`config.mk`:
```
export PLATFORM = sky130hd
export DESIGN_NAME = sha256_stream_hasher
export DESIGN_NICKNAME = d
export VERILOG_FILES = /design/src/sv/sha_pkg.sv /design/src/sv/sha_core.sv /design/src/sv/sha256_stream_hasher.sv
export SDC_FILE = /design/constraint.sdc
export NUM_CORES = 2
export LEC_CHECK = 0
export BUFFER_PORTS_ARGS = -buffer_cell sky130_fd_sc_hd__buf_2
export CORE_MARGIN = 2
export CORE_UTILIZATION = 64
export DETAILED_ROUTE_END_ITERATION = 10
export PLACE_DENSITY = 0.8
export SYNTH_ARGS = -nofsm -noshare
export SYNTH_HDL_FRONTEND = slang
export SYNTH_SLANG_ARGS = --single-unit
```
`constraint.sdc`:
```
create_clock -name clk -period 24.9 [get_ports clk]
set_clock_uncertainty 0.1 [all_clocks]
set_input_delay 7.47 -clock clk [delete_from_list [all_inputs] [get_ports clk]]
set_output_delay 7.47 -clock clk [all_outputs]
set_load 0.02 [all_outputs]
```
`src/sv/sha_pkg.sv`:
```
// shared types, constants and round functions for the sha-256 stream hasher
package sha_pkg;

    localparam int BlockWords = 16;
    localparam int HashWords  = 8;
    localparam int Rounds     = 64;
    localparam int BlockBytes = BlockWords * 4;
    localparam int PosW       = $clog2(BlockBytes);
    localparam int TotalW     = 61;

    localparam logic [PosW-1:0] LenPos  = PosW'(BlockBytes - 8);
    localparam logic [PosW-1:0] LastPos = PosW'(BlockBytes - 1);
    localparam logic [7:0]      PadByte = 8'h80;
    localparam logic [2:0]      WordBytes = 3'd4;

    // input request
    typedef struct packed {
        logic [31:0] data_word;
        logic [2:0]  valid_bytes;
        logic        last_word;
    } hash_in_t;

    // output request
    typedef struct packed {
        logic [31:0] digest_word;
        logic [2:0]  digest_index;
        logic        digest_last;
    } hash_out_t;

    // sequencer to compression core
    typedef struct packed {
        logic start;
        logic init;
    } core_ctrl_t;

    // compression core to sequencer
    typedef struct packed {
        logic busy;
        logic done;
    } core_stat_t;

    function automatic logic [31:0] hash_init(input logic [2:0] idx);
        logic [31:0] v;
        unique case (idx)
            3'd0: v = 32'h6a09e667;
            3'd1: v = 32'hbb67ae85;
            3'd2: v = 32'h3c6ef372;
            3'd3: v = 32'ha54ff53a;
            3'd4: v = 32'h510e527f;
            3'd5: v = 32'h9b05688c;
            3'd6: v = 32'h1f83d9ab;
            3'd7: v = 32'h5be0cd19;
            default: v = 32'h0;
        endcase
        return v;
    endfunction

    function automatic logic [31:0] round_k(input logic [5:0] idx);
        logic [31:0] v;
        unique case (idx)
            6'd0:  v = 32'h428a2f98;  6'd1:  v = 32'h71374491;
            6'd2:  v = 32'hb5c0fbcf;  6'd3:  v = 32'he9b5dba5;
            6'd4:  v = 32'h3956c25b;  6'd5:  v = 32'h59f111f1;
            6'd6:  v = 32'h923f82a4;  6'd7:  v = 32'hab1c5ed5;
            6'd8:  v = 32'hd807aa98;  6'd9:  v = 32'h12835b01;
            6'd10: v = 32'h243185be;  6'd11: v = 32'h550c7dc3;
            6'd12: v = 32'h72be5d74;  6'd13: v = 32'h80deb1fe;
            6'd14: v = 32'h9bdc06a7;  6'd15: v = 32'hc19bf174;
            6'd16: v = 32'he49b69c1;  6'd17: v = 32'hefbe4786;
            6'd18: v = 32'h0fc19dc6;  6'd19: v = 32'h240ca1cc;
            6'd20: v = 32'h2de92c6f;  6'd21: v = 32'h4a7484aa;
            6'd22: v = 32'h5cb0a9dc;  6'd23: v = 32'h76f988da;
            6'd24: v = 32'h983e5152;  6'd25: v = 32'ha831c66d;
            6'd26: v = 32'hb00327c8;  6'd27: v = 32'hbf597fc7;
            6'd28: v = 32'hc6e00bf3;  6'd29: v = 32'hd5a79147;
            6'd30: v = 32'h06ca6351;  6'd31: v = 32'h14292967;
            6'd32: v = 32'h27b70a85;  6'd33: v = 32'h2e1b2138;
            6'd34: v = 32'h4d2c6dfc;  6'd35: v = 32'h53380d13;
            6'd36: v = 32'h650a7354;  6'd37: v = 32'h766a0abb;
            6'd38: v = 32'h81c2c92e;  6'd39: v = 32'h92722c85;
            6'd40: v = 32'ha2bfe8a1;  6'd41: v = 32'ha81a664b;
            6'd42: v = 32'hc24b8b70;  6'd43: v = 32'hc76c51a3;
            6'd44: v = 32'hd192e819;  6'd45: v = 32'hd6990624;
            6'd46: v = 32'hf40e3585;  6'd47: v = 32'h106aa070;
            6'd48: v = 32'h19a4c116;  6'd49: v = 32'h1e376c08;
            6'd50: v = 32'h2748774c;  6'd51: v = 32'h34b0bcb5;
            6'd52: v = 32'h391c0cb3;  6'd53: v = 32'h4ed8aa4a;
            6'd54: v = 32'h5b9cca4f;  6'd55: v = 32'h682e6ff3;
            6'd56: v = 32'h748f82ee;  6'd57: v = 32'h78a5636f;
            6'd58: v = 32'h84c87814;  6'd59: v = 32'h8cc70208;
            6'd60: v = 32'h90befffa;  6'd61: v = 32'ha4506ceb;
            6'd62: v = 32'hbef9a3f7;  6'd63: v = 32'hc67178f2;
            default: v = 32'h0;
        endcase
        return v;
    endfunction

    function automatic logic [31:0] big_sigma0(input logic [31:0] x);
        return {x[1:0], x[31:2]} ^ {x[12:0], x[31:13]} ^ {x[21:0], x[31:22]};
    endfunction

    function automatic logic [31:0] big_sigma1(input logic [31:0] x);
        return {x[5:0], x[31:6]} ^ {x[10:0], x[31:11]} ^ {x[24:0], x[31:25]};
    endfunction

    function automatic logic [31:0] small_sigma0(input logic [31:0] x);
        return {x[6:0], x[31:7]} ^ {x[17:0], x[31:18]} ^ {3'b000, x[31:3]};
    endfunction

    function automatic logic [31:0] small_sigma1(input logic [31:0] x);
        return {x[16:0], x[31:17]} ^ {x[18:0], x[31:19]} ^ {10'b0, x[31:10]};
    endfunction

endpackage

```
`src/sv/sha_core.sv`:
```
// sha-256 compression core: one round per cycle with a rolling message schedule
module sha_core
    import sha_pkg::*;
(
    input  logic                             clk,
    input  logic                             rst_n,
    input  core_ctrl_t                       ctrl,
    input  logic [BlockWords-1:0][31:0]      block,
    output core_stat_t                       stat,
    output logic [HashWords-1:0][31:0]       hash
);

    typedef enum logic [1:0] {C_IDLE, C_RUN, C_ADD} core_state_t;

    core_state_t                   state_reg;
    logic [5:0]                    round_reg;
    logic [HashWords-1:0][31:0]    hash_reg;
    logic [31:0]                   w_reg [BlockWords];
    logic [31:0]                   v_reg [HashWords];

    logic [31:0] w_new;
    logic [31:0] ch;
    logic [31:0] maj;
    logic [31:0] t1;
    logic [31:0] t2;

    // next schedule word and round function
    always_comb
    begin
        w_new = w_reg[0] + small_sigma0(w_reg[1]) + w_reg[9] + small_sigma1(w_reg[14]);
        ch    = (v_reg[4] & v_reg[5]) ^ (~v_reg[4] & v_reg[6]);
        maj   = (v_reg[0] & v_reg[1]) ^ (v_reg[0] & v_reg[2]) ^ (v_reg[1] & v_reg[2]);
        t1    = v_reg[7] + big_sigma1(v_reg[4]) + ch + round_k(round_reg) + w_reg[0];
        t2    = big_sigma0(v_reg[0]) + maj;
    end

    // sequencer and chaining value
    always_ff @(posedge clk or negedge rst_n)
    begin
        if (!rst_n)
        begin
            state_reg <= C_IDLE;
            round_reg <= '0;
            for (int i = 0; i < HashWords; i++)
            begin
                hash_reg[i] <= hash_init(3'(i));
            end
        end
        else
        begin
            unique case (state_reg)
                C_IDLE:
                begin
                    if (ctrl.init)
                    begin
                        for (int i = 0; i < HashWords; i++)
                        begin
                            hash_reg[i] <= hash_init(3'(i));
                        end
                    end
                    if (ctrl.start)
                    begin
                        state_reg <= C_RUN;
                        round_reg <= '0;
                    end
                end
                C_RUN:
                begin
                    round_reg <= round_reg + 6'd1;
                    if (round_reg == 6'(Rounds - 1))
                    begin
                        state_reg <= C_ADD;
                    end
                end
                C_ADD:
                begin
                    for (int i = 0; i < HashWords; i++)
                    begin
                        hash_reg[i] <= hash_reg[i] + v_reg[i];
                    end
                    state_reg <= C_IDLE;
                end
                default:
                begin
                    state_reg <= C_IDLE;
                end
            endcase
        end
    end

    // working variables and schedule window
    always_ff @(posedge clk)
    begin
        if (state_reg == C_IDLE && ctrl.start)
        begin
            for (int i = 0; i < BlockWords; i++)
            begin
                w_reg[i] <= block[i];
            end
            for (int i = 0; i < HashWords; i++)
            begin
                v_reg[i] <= hash_reg[i];
            end
        end
        else if (state_reg == C_RUN)
        begin
            for (int i = 0; i < BlockWords - 1; i++)
            begin
                w_reg[i] <= w_reg[i+1];
            end
            w_reg[BlockWords-1] <= w_new;
            v_reg[7] <= v_reg[6];
            v_reg[6] <= v_reg[5];
            v_reg[5] <= v_reg[4];
            v_reg[4] <= v_reg[3] + t1;
            v_reg[3] <= v_reg[2];
            v_reg[2] <= v_reg[1];
            v_reg[1] <= v_reg[0];
            v_reg[0] <= t1 + t2;
        end
    end

    assign stat.busy = (state_reg != C_IDLE);
    assign stat.done = (state_reg == C_ADD);
    assign hash      = hash_reg;

endmodule

```
`src/sv/sha256_stream_hasher.sv`:
```
// sha-256 stream hasher top level: byte packing, padding, digest output
//
// Takes a message as big-endian 32-bit words and returns its sha-256 digest as
// eight words, index 0 first. Words are taken only while data_stall is low; a
// taken word is registered and its valid bytes are then packed into the block
// buffer one at a time; no new word is taken until they are written. Each
// filled 64-byte block goes through the compression core, which runs one round
// per cycle; no word is taken during a compression. After the last word the
// padding, including the 64-bit bit length, is written one byte per cycle
// between compressions (up to 72 bytes) and costs one or two more compressions;
// the eight digest words then follow, one per cycle while digest_stall is low,
// and the hasher returns to its initial hash values.
module sha256_stream_hasher
    import sha_pkg::*;
(
    input  logic      clk,
    input  logic      rst_n,
    input  logic      data_valid,
    output logic      data_stall,
    input  hash_in_t  data,
    output logic      digest_valid,
    input  logic      digest_stall,
    output hash_out_t digest
);

    typedef enum logic [2:0] {S_IDLE, S_BYTES, S_PAD, S_START, S_WAIT, S_EMIT} state_t;

    state_t              state_reg;
    logic [31:0]         word_reg;
    logic [2:0]          nv_reg;
    logic [2:0]          cnt_reg;
    logic                last_reg;
    logic [PosW-1:0]     pos_reg;
    logic [TotalW-1:0]   total_reg;
    logic                pad80_reg;
    logic                len_ok_reg;
    logic                final_reg;
    logic [2:0]          idx_reg;

    logic [31:0]                 buf_reg [BlockWords];
    logic [BlockWords-1:0][31:0] block_words;
    logic [HashWords-1:0][31:0]  hash;

    core_ctrl_t  core_ctrl;
    core_stat_t  core_stat;

    logic        accept;
    logic        out_take;
    logic [2:0]  nv_clamp;
    logic        wr_en;
    logic [7:0]  wr_byte;
    logic [63:0] len_bits;
    logic [7:0]  len_byte;
    logic [4:0]  lane_off;
    logic        bytes_left;

    assign accept   = data_valid && !data_stall;
    assign out_take = digest_valid && !digest_stall;
    assign nv_clamp = (data.valid_bytes > WordBytes) ? WordBytes : data.valid_bytes;

    // byte to write into the block buffer
    always_comb
    begin
        len_bits   = {3'b000, total_reg} << 3;
        len_byte   = len_bits[{~pos_reg[2:0], 3'b000} +: 8];
        lane_off   = {~pos_reg[1:0], 3'b000};
        bytes_left = (cnt_reg + 3'd1) != nv_reg;
        wr_en      = (state_reg == S_BYTES) || (state_reg == S_PAD);
        if (state_reg == S_BYTES)
        begin
            wr_byte = word_reg[{~cnt_reg[1:0], 3'b000} +: 8];
        end
        else if (!pad80_reg)
        begin
            wr_byte = PadByte;
        end
        else if (len_ok_reg && pos_reg >= LenPos)
        begin
            wr_byte = len_byte;
        end
        else
        begin
            wr_byte = 8'h00;
        end
    end

    // block buffer, byte lane writes
    always_ff @(posedge clk)
    begin
        if (wr_en)
        begin
            buf_reg[pos_reg[PosW-1:2]][lane_off +: 8] <= wr_byte;
        end
    end

    always_comb
    begin
        for (int i = 0; i < BlockWords; i++)
        begin
            block_words[i] = buf_reg[i];
        end
    end

    // message sequencer
    always_ff @(posedge clk or negedge rst_n)
    begin
        if (!rst_n)
        begin
            state_reg  <= S_IDLE;
            word_reg   <= '0;
            nv_reg     <= '0;
            cnt_reg    <= '0;
            last_reg   <= 1'b0;
            pos_reg    <= '0;
            total_reg  <= '0;
            pad80_reg  <= 1'b0;
            len_ok_reg <= 1'b0;
            final_reg  <= 1'b0;
            idx_reg    <= '0;
        end
        else
        begin
            unique case (state_reg)
                S_IDLE:
                begin
                    if (accept)
                    begin
                        word_reg <= data.data_word;
                        nv_reg   <= nv_clamp;
                        cnt_reg  <= '0;
                        last_reg <= data.last_word;
                        if (nv_clamp != 3'd0)
                        begin
                            state_reg <= S_BYTES;
                        end
                        else if (data.last_word)
                        begin
                            state_reg <= S_PAD;
                        end
                    end
                end
                S_BYTES:
                begin
                    pos_reg   <= pos_reg + PosW'(1);
                    total_reg <= total_reg + TotalW'(1);
                    cnt_reg   <= cnt_reg + 3'd1;
                    if (pos_reg == LastPos)
                    begin
                        state_reg <= S_START;
                    end
                    else if (!bytes_left)
                    begin
                        state_reg <= last_reg ? S_PAD : S_IDLE;
                    end
                end
                S_PAD:
                begin
                    pos_reg <= pos_reg + PosW'(1);
                    if (!pad80_reg)
                    begin
                        pad80_reg  <= 1'b1;
                        len_ok_reg <= (pos_reg < LenPos);
                    end
                    if (pos_reg == LastPos)
                    begin
                        final_reg <= pad80_reg && len_ok_reg;
                        state_reg <= S_START;
                    end
                end
                S_START:
                begin
                    state_reg <= S_WAIT;
                end
                S_WAIT:
                begin
                    if (core_stat.done)
                    begin
                        if (final_reg)
                        begin
                            idx_reg   <= '0;
                            state_reg <= S_EMIT;
                        end
                        else if (pad80_reg)
                        begin
                            len_ok_reg <= 1'b1;
                            state_reg  <= S_PAD;
                        end
                        else if (cnt_reg != nv_reg)
                        begin
                            state_reg <= S_BYTES;
                        end
                        else if (last_reg)
                        begin
                            state_reg <= S_PAD;
                        end
                        else
                        begin
                            state_reg <= S_IDLE;
                        end
                    end
                end
                S_EMIT:
                begin
                    if (!digest_stall)
                    begin
                        idx_reg <= idx_reg + 3'd1;
                        if (idx_reg == 3'(HashWords - 1))
                        begin
                            total_reg  <= '0;
                            pad80_reg  <= 1'b0;
                            len_ok_reg <= 1'b0;
                            final_reg  <= 1'b0;
                            state_reg  <= S_IDLE;
                        end
                    end
                end
                default:
                begin
                    state_reg <= S_IDLE;
                end
            endcase
        end
    end

    // core control
    assign core_ctrl.start = (state_reg == S_START);
    assign core_ctrl.init  = (state_reg == S_EMIT) && !digest_stall
                             && (idx_reg == 3'(HashWords - 1));

    sha_core u_core (
        .clk   (clk),
        .rst_n (rst_n),
        .ctrl  (core_ctrl),
        .block (block_words),
        .stat  (core_stat),
        .hash  (hash)
    );

    // handshake outputs
    assign data_stall          = (state_reg != S_IDLE);
    assign digest_valid        = (state_reg == S_EMIT);
    assign digest.digest_word  = hash[idx_reg];
    assign digest.digest_index = idx_reg;
    assign digest.digest_last  = (idx_reg == 3'(HashWords - 1));

    // no request taken while the digest is being delivered
    assert property (@(posedge clk) disable iff (!rst_n)
        digest_valid |-> data_stall)
        else $error("input taken during digest output");

    // digest words leave in order
    assert property (@(posedge clk) disable iff (!rst_n)
        out_take && !digest.digest_last |=>
            digest_valid && digest.digest_index == $past(digest.digest_index) + 3'd1)
        else $error("digest index out of order");

    // output ends after the final digest word
    assert property (@(posedge clk) disable iff (!rst_n)
        out_take && digest.digest_last |=> !digest_valid && !core_stat.busy)
        else $error("digest output did not end");

    // the core only finishes a block the sequencer is waiting on
    assert property (@(posedge clk) disable iff (!rst_n)
        core_stat.done |-> state_reg == S_WAIT)
        else $error("compression finished outside wait");

endmodule
```
==> impl_metrics.yaml <==
synthesis:
  synth_compound_area_frac: 0.1113
  synth_top_family_by_area: "simple AND/OR/NAND/NOR gates"
  syn_inst: 9079
  synth_cell_types: 101
  yosys.area_share.simple: 0.1585
  synth_warnings: 0
  synth_mux_area_frac: 0.03242
  synth_nets: 9715
  yosysSeqAreaShare: 0.5143
  yosys-top-cells-count: "2576 x nand2_1, 1280 x edfxtp_1, 520 x nor2_1, 480 x a21oi_1, 438 x o21ai_0"
  synth_edf_count: 1280
  synth_xor_area_frac: 0.05771
  synth_top_flop_cell: "edfxtp_1"
  syn_avg_cell_area_um2: 10.30
  synth_area_leaders: "edfxtp_1 41%, nand2_1 10%, dfrtp_1 6.5%"
  async_reset_ff_frac: 0.2285
  synth_largest_area_cell: "edfxtp_1"
  synth_adder_area_share: 0.09561
  yosys.cell_count.top_type: "nand2_1"
  synth-seq-cells: 1659
  synthesis.area_mm2: 0.09351
  synth_top_area_share: 0.4110
critical_path:
  critical-path-top-delay-family: "multiplexers"
  path_cells: "buf_4, mux4_2, mux2_2, buf_2"
  max_stage_delay_ns: 0.92
  critPathKind: "reg -> out"
  start_kind: "flop"
  slowest_stage: "dfrtp_4"
  required_ns: 17.33
  path_max_fanout: 35
  arrival_ns: 3.72
  critical_path.endpoint_type: "output pin"
  path_buf_inv: 2
layout:
  fillCellCount: 10435
  multi_input_area_mm2: 0.04267
  n_antenna_cell: 0
  regArea_mm2: 0.04810
  nets: 9630
  final_cells: 11054
  syn_to_final_growth_pct: 8.032
  final_area_mm2: 0.1010
  drive_gt1_frac: 0.08438
  utilization: 0.6948
placement:
  gp_congestion: 1.003
  dp.cells: 10741
  portBuffers: 77
  dp_hpwl_mm: 191.0
  postPlaceCellArea_mm2: 0.09551
sta:
  tightest_slew_ns: 1.300
  rsz0062_at_grt: "false"
  clock.fmax_ghz: 0.08856
  hold_viol: 0
  setup_viol: 0
  period_needed_ns: 11.29
  finalSetupTns_ns: 0
  finalMaxSlewViolations: 0
  slew-limit-headroom: 0.1269
  min_period_over_period: 0.4535
die:
  io-pin-count: 78
  die_x_um: 386.2
  die_area_mm2: 0.1492
  core_mm2: 0.1454
  die_y_um: 386.2
  fp-row-count: 140
  start_util: 0.6432
detailed_routing:
  vias: 70658
  drtIter0Drc: 8410
  first_pass_iters: 8
  ant_nets: 0
  wl_mm: 273.0
  viasPerCell: 6.392
  wl_per_cell_um: 24.70
  remaining_drc_errors: 0
clock_network:
  clk_pin_slew_ns: 0.06
  clock_latency_ns: 0.82
  cts_sinks: 1659
  cts_tree: "built"
  cts_hold_buffers: 0
  cts_buffers: 167
  clk_path_buf_depth: 3
  h-tree-depth: 4
  cts-root-buf: "clkbuf_16"
  postCtsSetupBuffers: 0
  cts_resized: 0
power_and_ir_drop:
  vdd_drop_max_uv: 79.53
  p_leak_nw: 38.99
  power_mw: 5.512
  p_per_area_mw_per_mm2: 54.56
grt:
  grt_pass1_wl_mm: 411.7
  grt-ovfl-total: 0
  grt_max_degree: 196
  grt.total_usage: 0.3646
  grt_pass1_vias: 67965
  antenna_found_initial: 5
hold_path:
  min_path_type: "reg -> reg"
status:
  outcome: "finished, final reports clean"
flow_run:
  drv_cap: 0
power by group:
group | total, mW | switching [mW] | internal [mW]
clock network | 2.53 | 1.13 | 1.39
registers | 2.95 | 0.00195 | 2.95
logic | 0.0323 | 0.0220 | 0.0102
cells in the final DEF, fill, tap and decap left out, types with 19 or more instances in the layout:
| cell | count |
|---|---|
| and3_1 | 40 |
| o21a_1 | 39 |
| a22o_1 | 19 |
| a211o_1 | 19 |
| clkinv_1 | 34 |
| nand4_1 | 44 |
| buf_2 | 76 |
| mux2i_1 | 25 |
| a21o_1 | 198 |
| inv_1 | 324 |
| nor2_1 | 514 |
| o211ai_1 | 33 |
| xnor2_1 | 378 |
| nor3_1 | 81 |
| buf_4 | 87 |
| nand2_1 | 2576 |
| clkbuf_1 | 44 |
| clkinv_2 | 24 |
| o21ai_0 | 438 |
| fa_1 | 195 |
| o31ai_1 | 34 |
| clkbuf_16 | 168 |
| edfxtp_1 | 1280 |
| nand2b_1 | 73 |
| nand3_1 | 109 |
| xor2_1 | 233 |
| mux2_2 | 59 |
| or2_2 | 21 |
| o21bai_1 | 52 |
| dfrtp_1 | 238 |
| dfstp_2 | 136 |
| o22a_1 | 19 |
| a211oi_1 | 59 |
| ha_1 | 401 |
| nor2b_1 | 46 |
| a31oi_1 | 60 |
| or3_1 | 38 |
| a21oi_1 | 480 |
| mux4_2 | 94 |
final cells by class:
cell class	instances	area share
inverters	328	0.01226
clock buffers	217	0.04393
repair buffers	167	0.01097
clock inverters	95	0.01056
flip-flops and latches	1659	0.4762
multi-input cells	6671	0.4224
well taps	1917	0.02374
tightest hold or removal path: cells and delay by family, from the launching register on:
kind             cells  cell delay (ns)
flip-flops           1             0.34
AND/OR/NAND/NOR      2             0.10
stage by stage:
step	setup WS [ns]	hold slack [ns]
global route	13.45	0.3944
CTS	13.52	0.3785
floorplan	7.599	0.3403
finish	13.61	0.3694
global placement	14.09	0.3534
detailed placement	14.01	0.3606
cells by family (layout without fill, tap and decap cells):
family / Yosys count / in the layout
and+or+nand+nor: 3628 / 3628
buffers and inverters: 749 / 807
AOI/OAI and AO/OA: 1654 / 1654
muxes: 178 / 178
DFF: 1659 / 1659
adders and majority gates: 598 / 598
xor gates and xnor gates: 613 / 613
per-layer routing:
| metal | vias to the layer above | routed length (µm) | global-route usage |
|---|---|---|---|
| met5 | - | 68 | 0 |
| met4 | 10 | 18770 | 0.2130 |
| met3 | 905 | 27430 | 0.06893 |
| met2 | 4069 | 122700 | 0.5573 |
| met1 | 34277 | 104000 | 0.4902 |
| li1 | 31397 | - | - |
final timing paths:
check | startpoint | end | slack, ns | cells after the start
min | word_reg[4] | word_reg[4] | 0.37 | 2
max in group asynchronous | rst_n | total_reg[39] | 14.97 | 4
max reg2reg | u_core.round_reg[1] | u_core.v_reg[0][31] | 14.11 | 34
min reg2reg | word_reg[4] | word_reg[4] | 0.37 | 2
max | idx_reg[0] | digest[35] | 13.61 | 4
min in group asynchronous | rst_n | u_core.hash[7] | 6.61 | 1
Note: power is estimated with default switching activity, not from simulation.
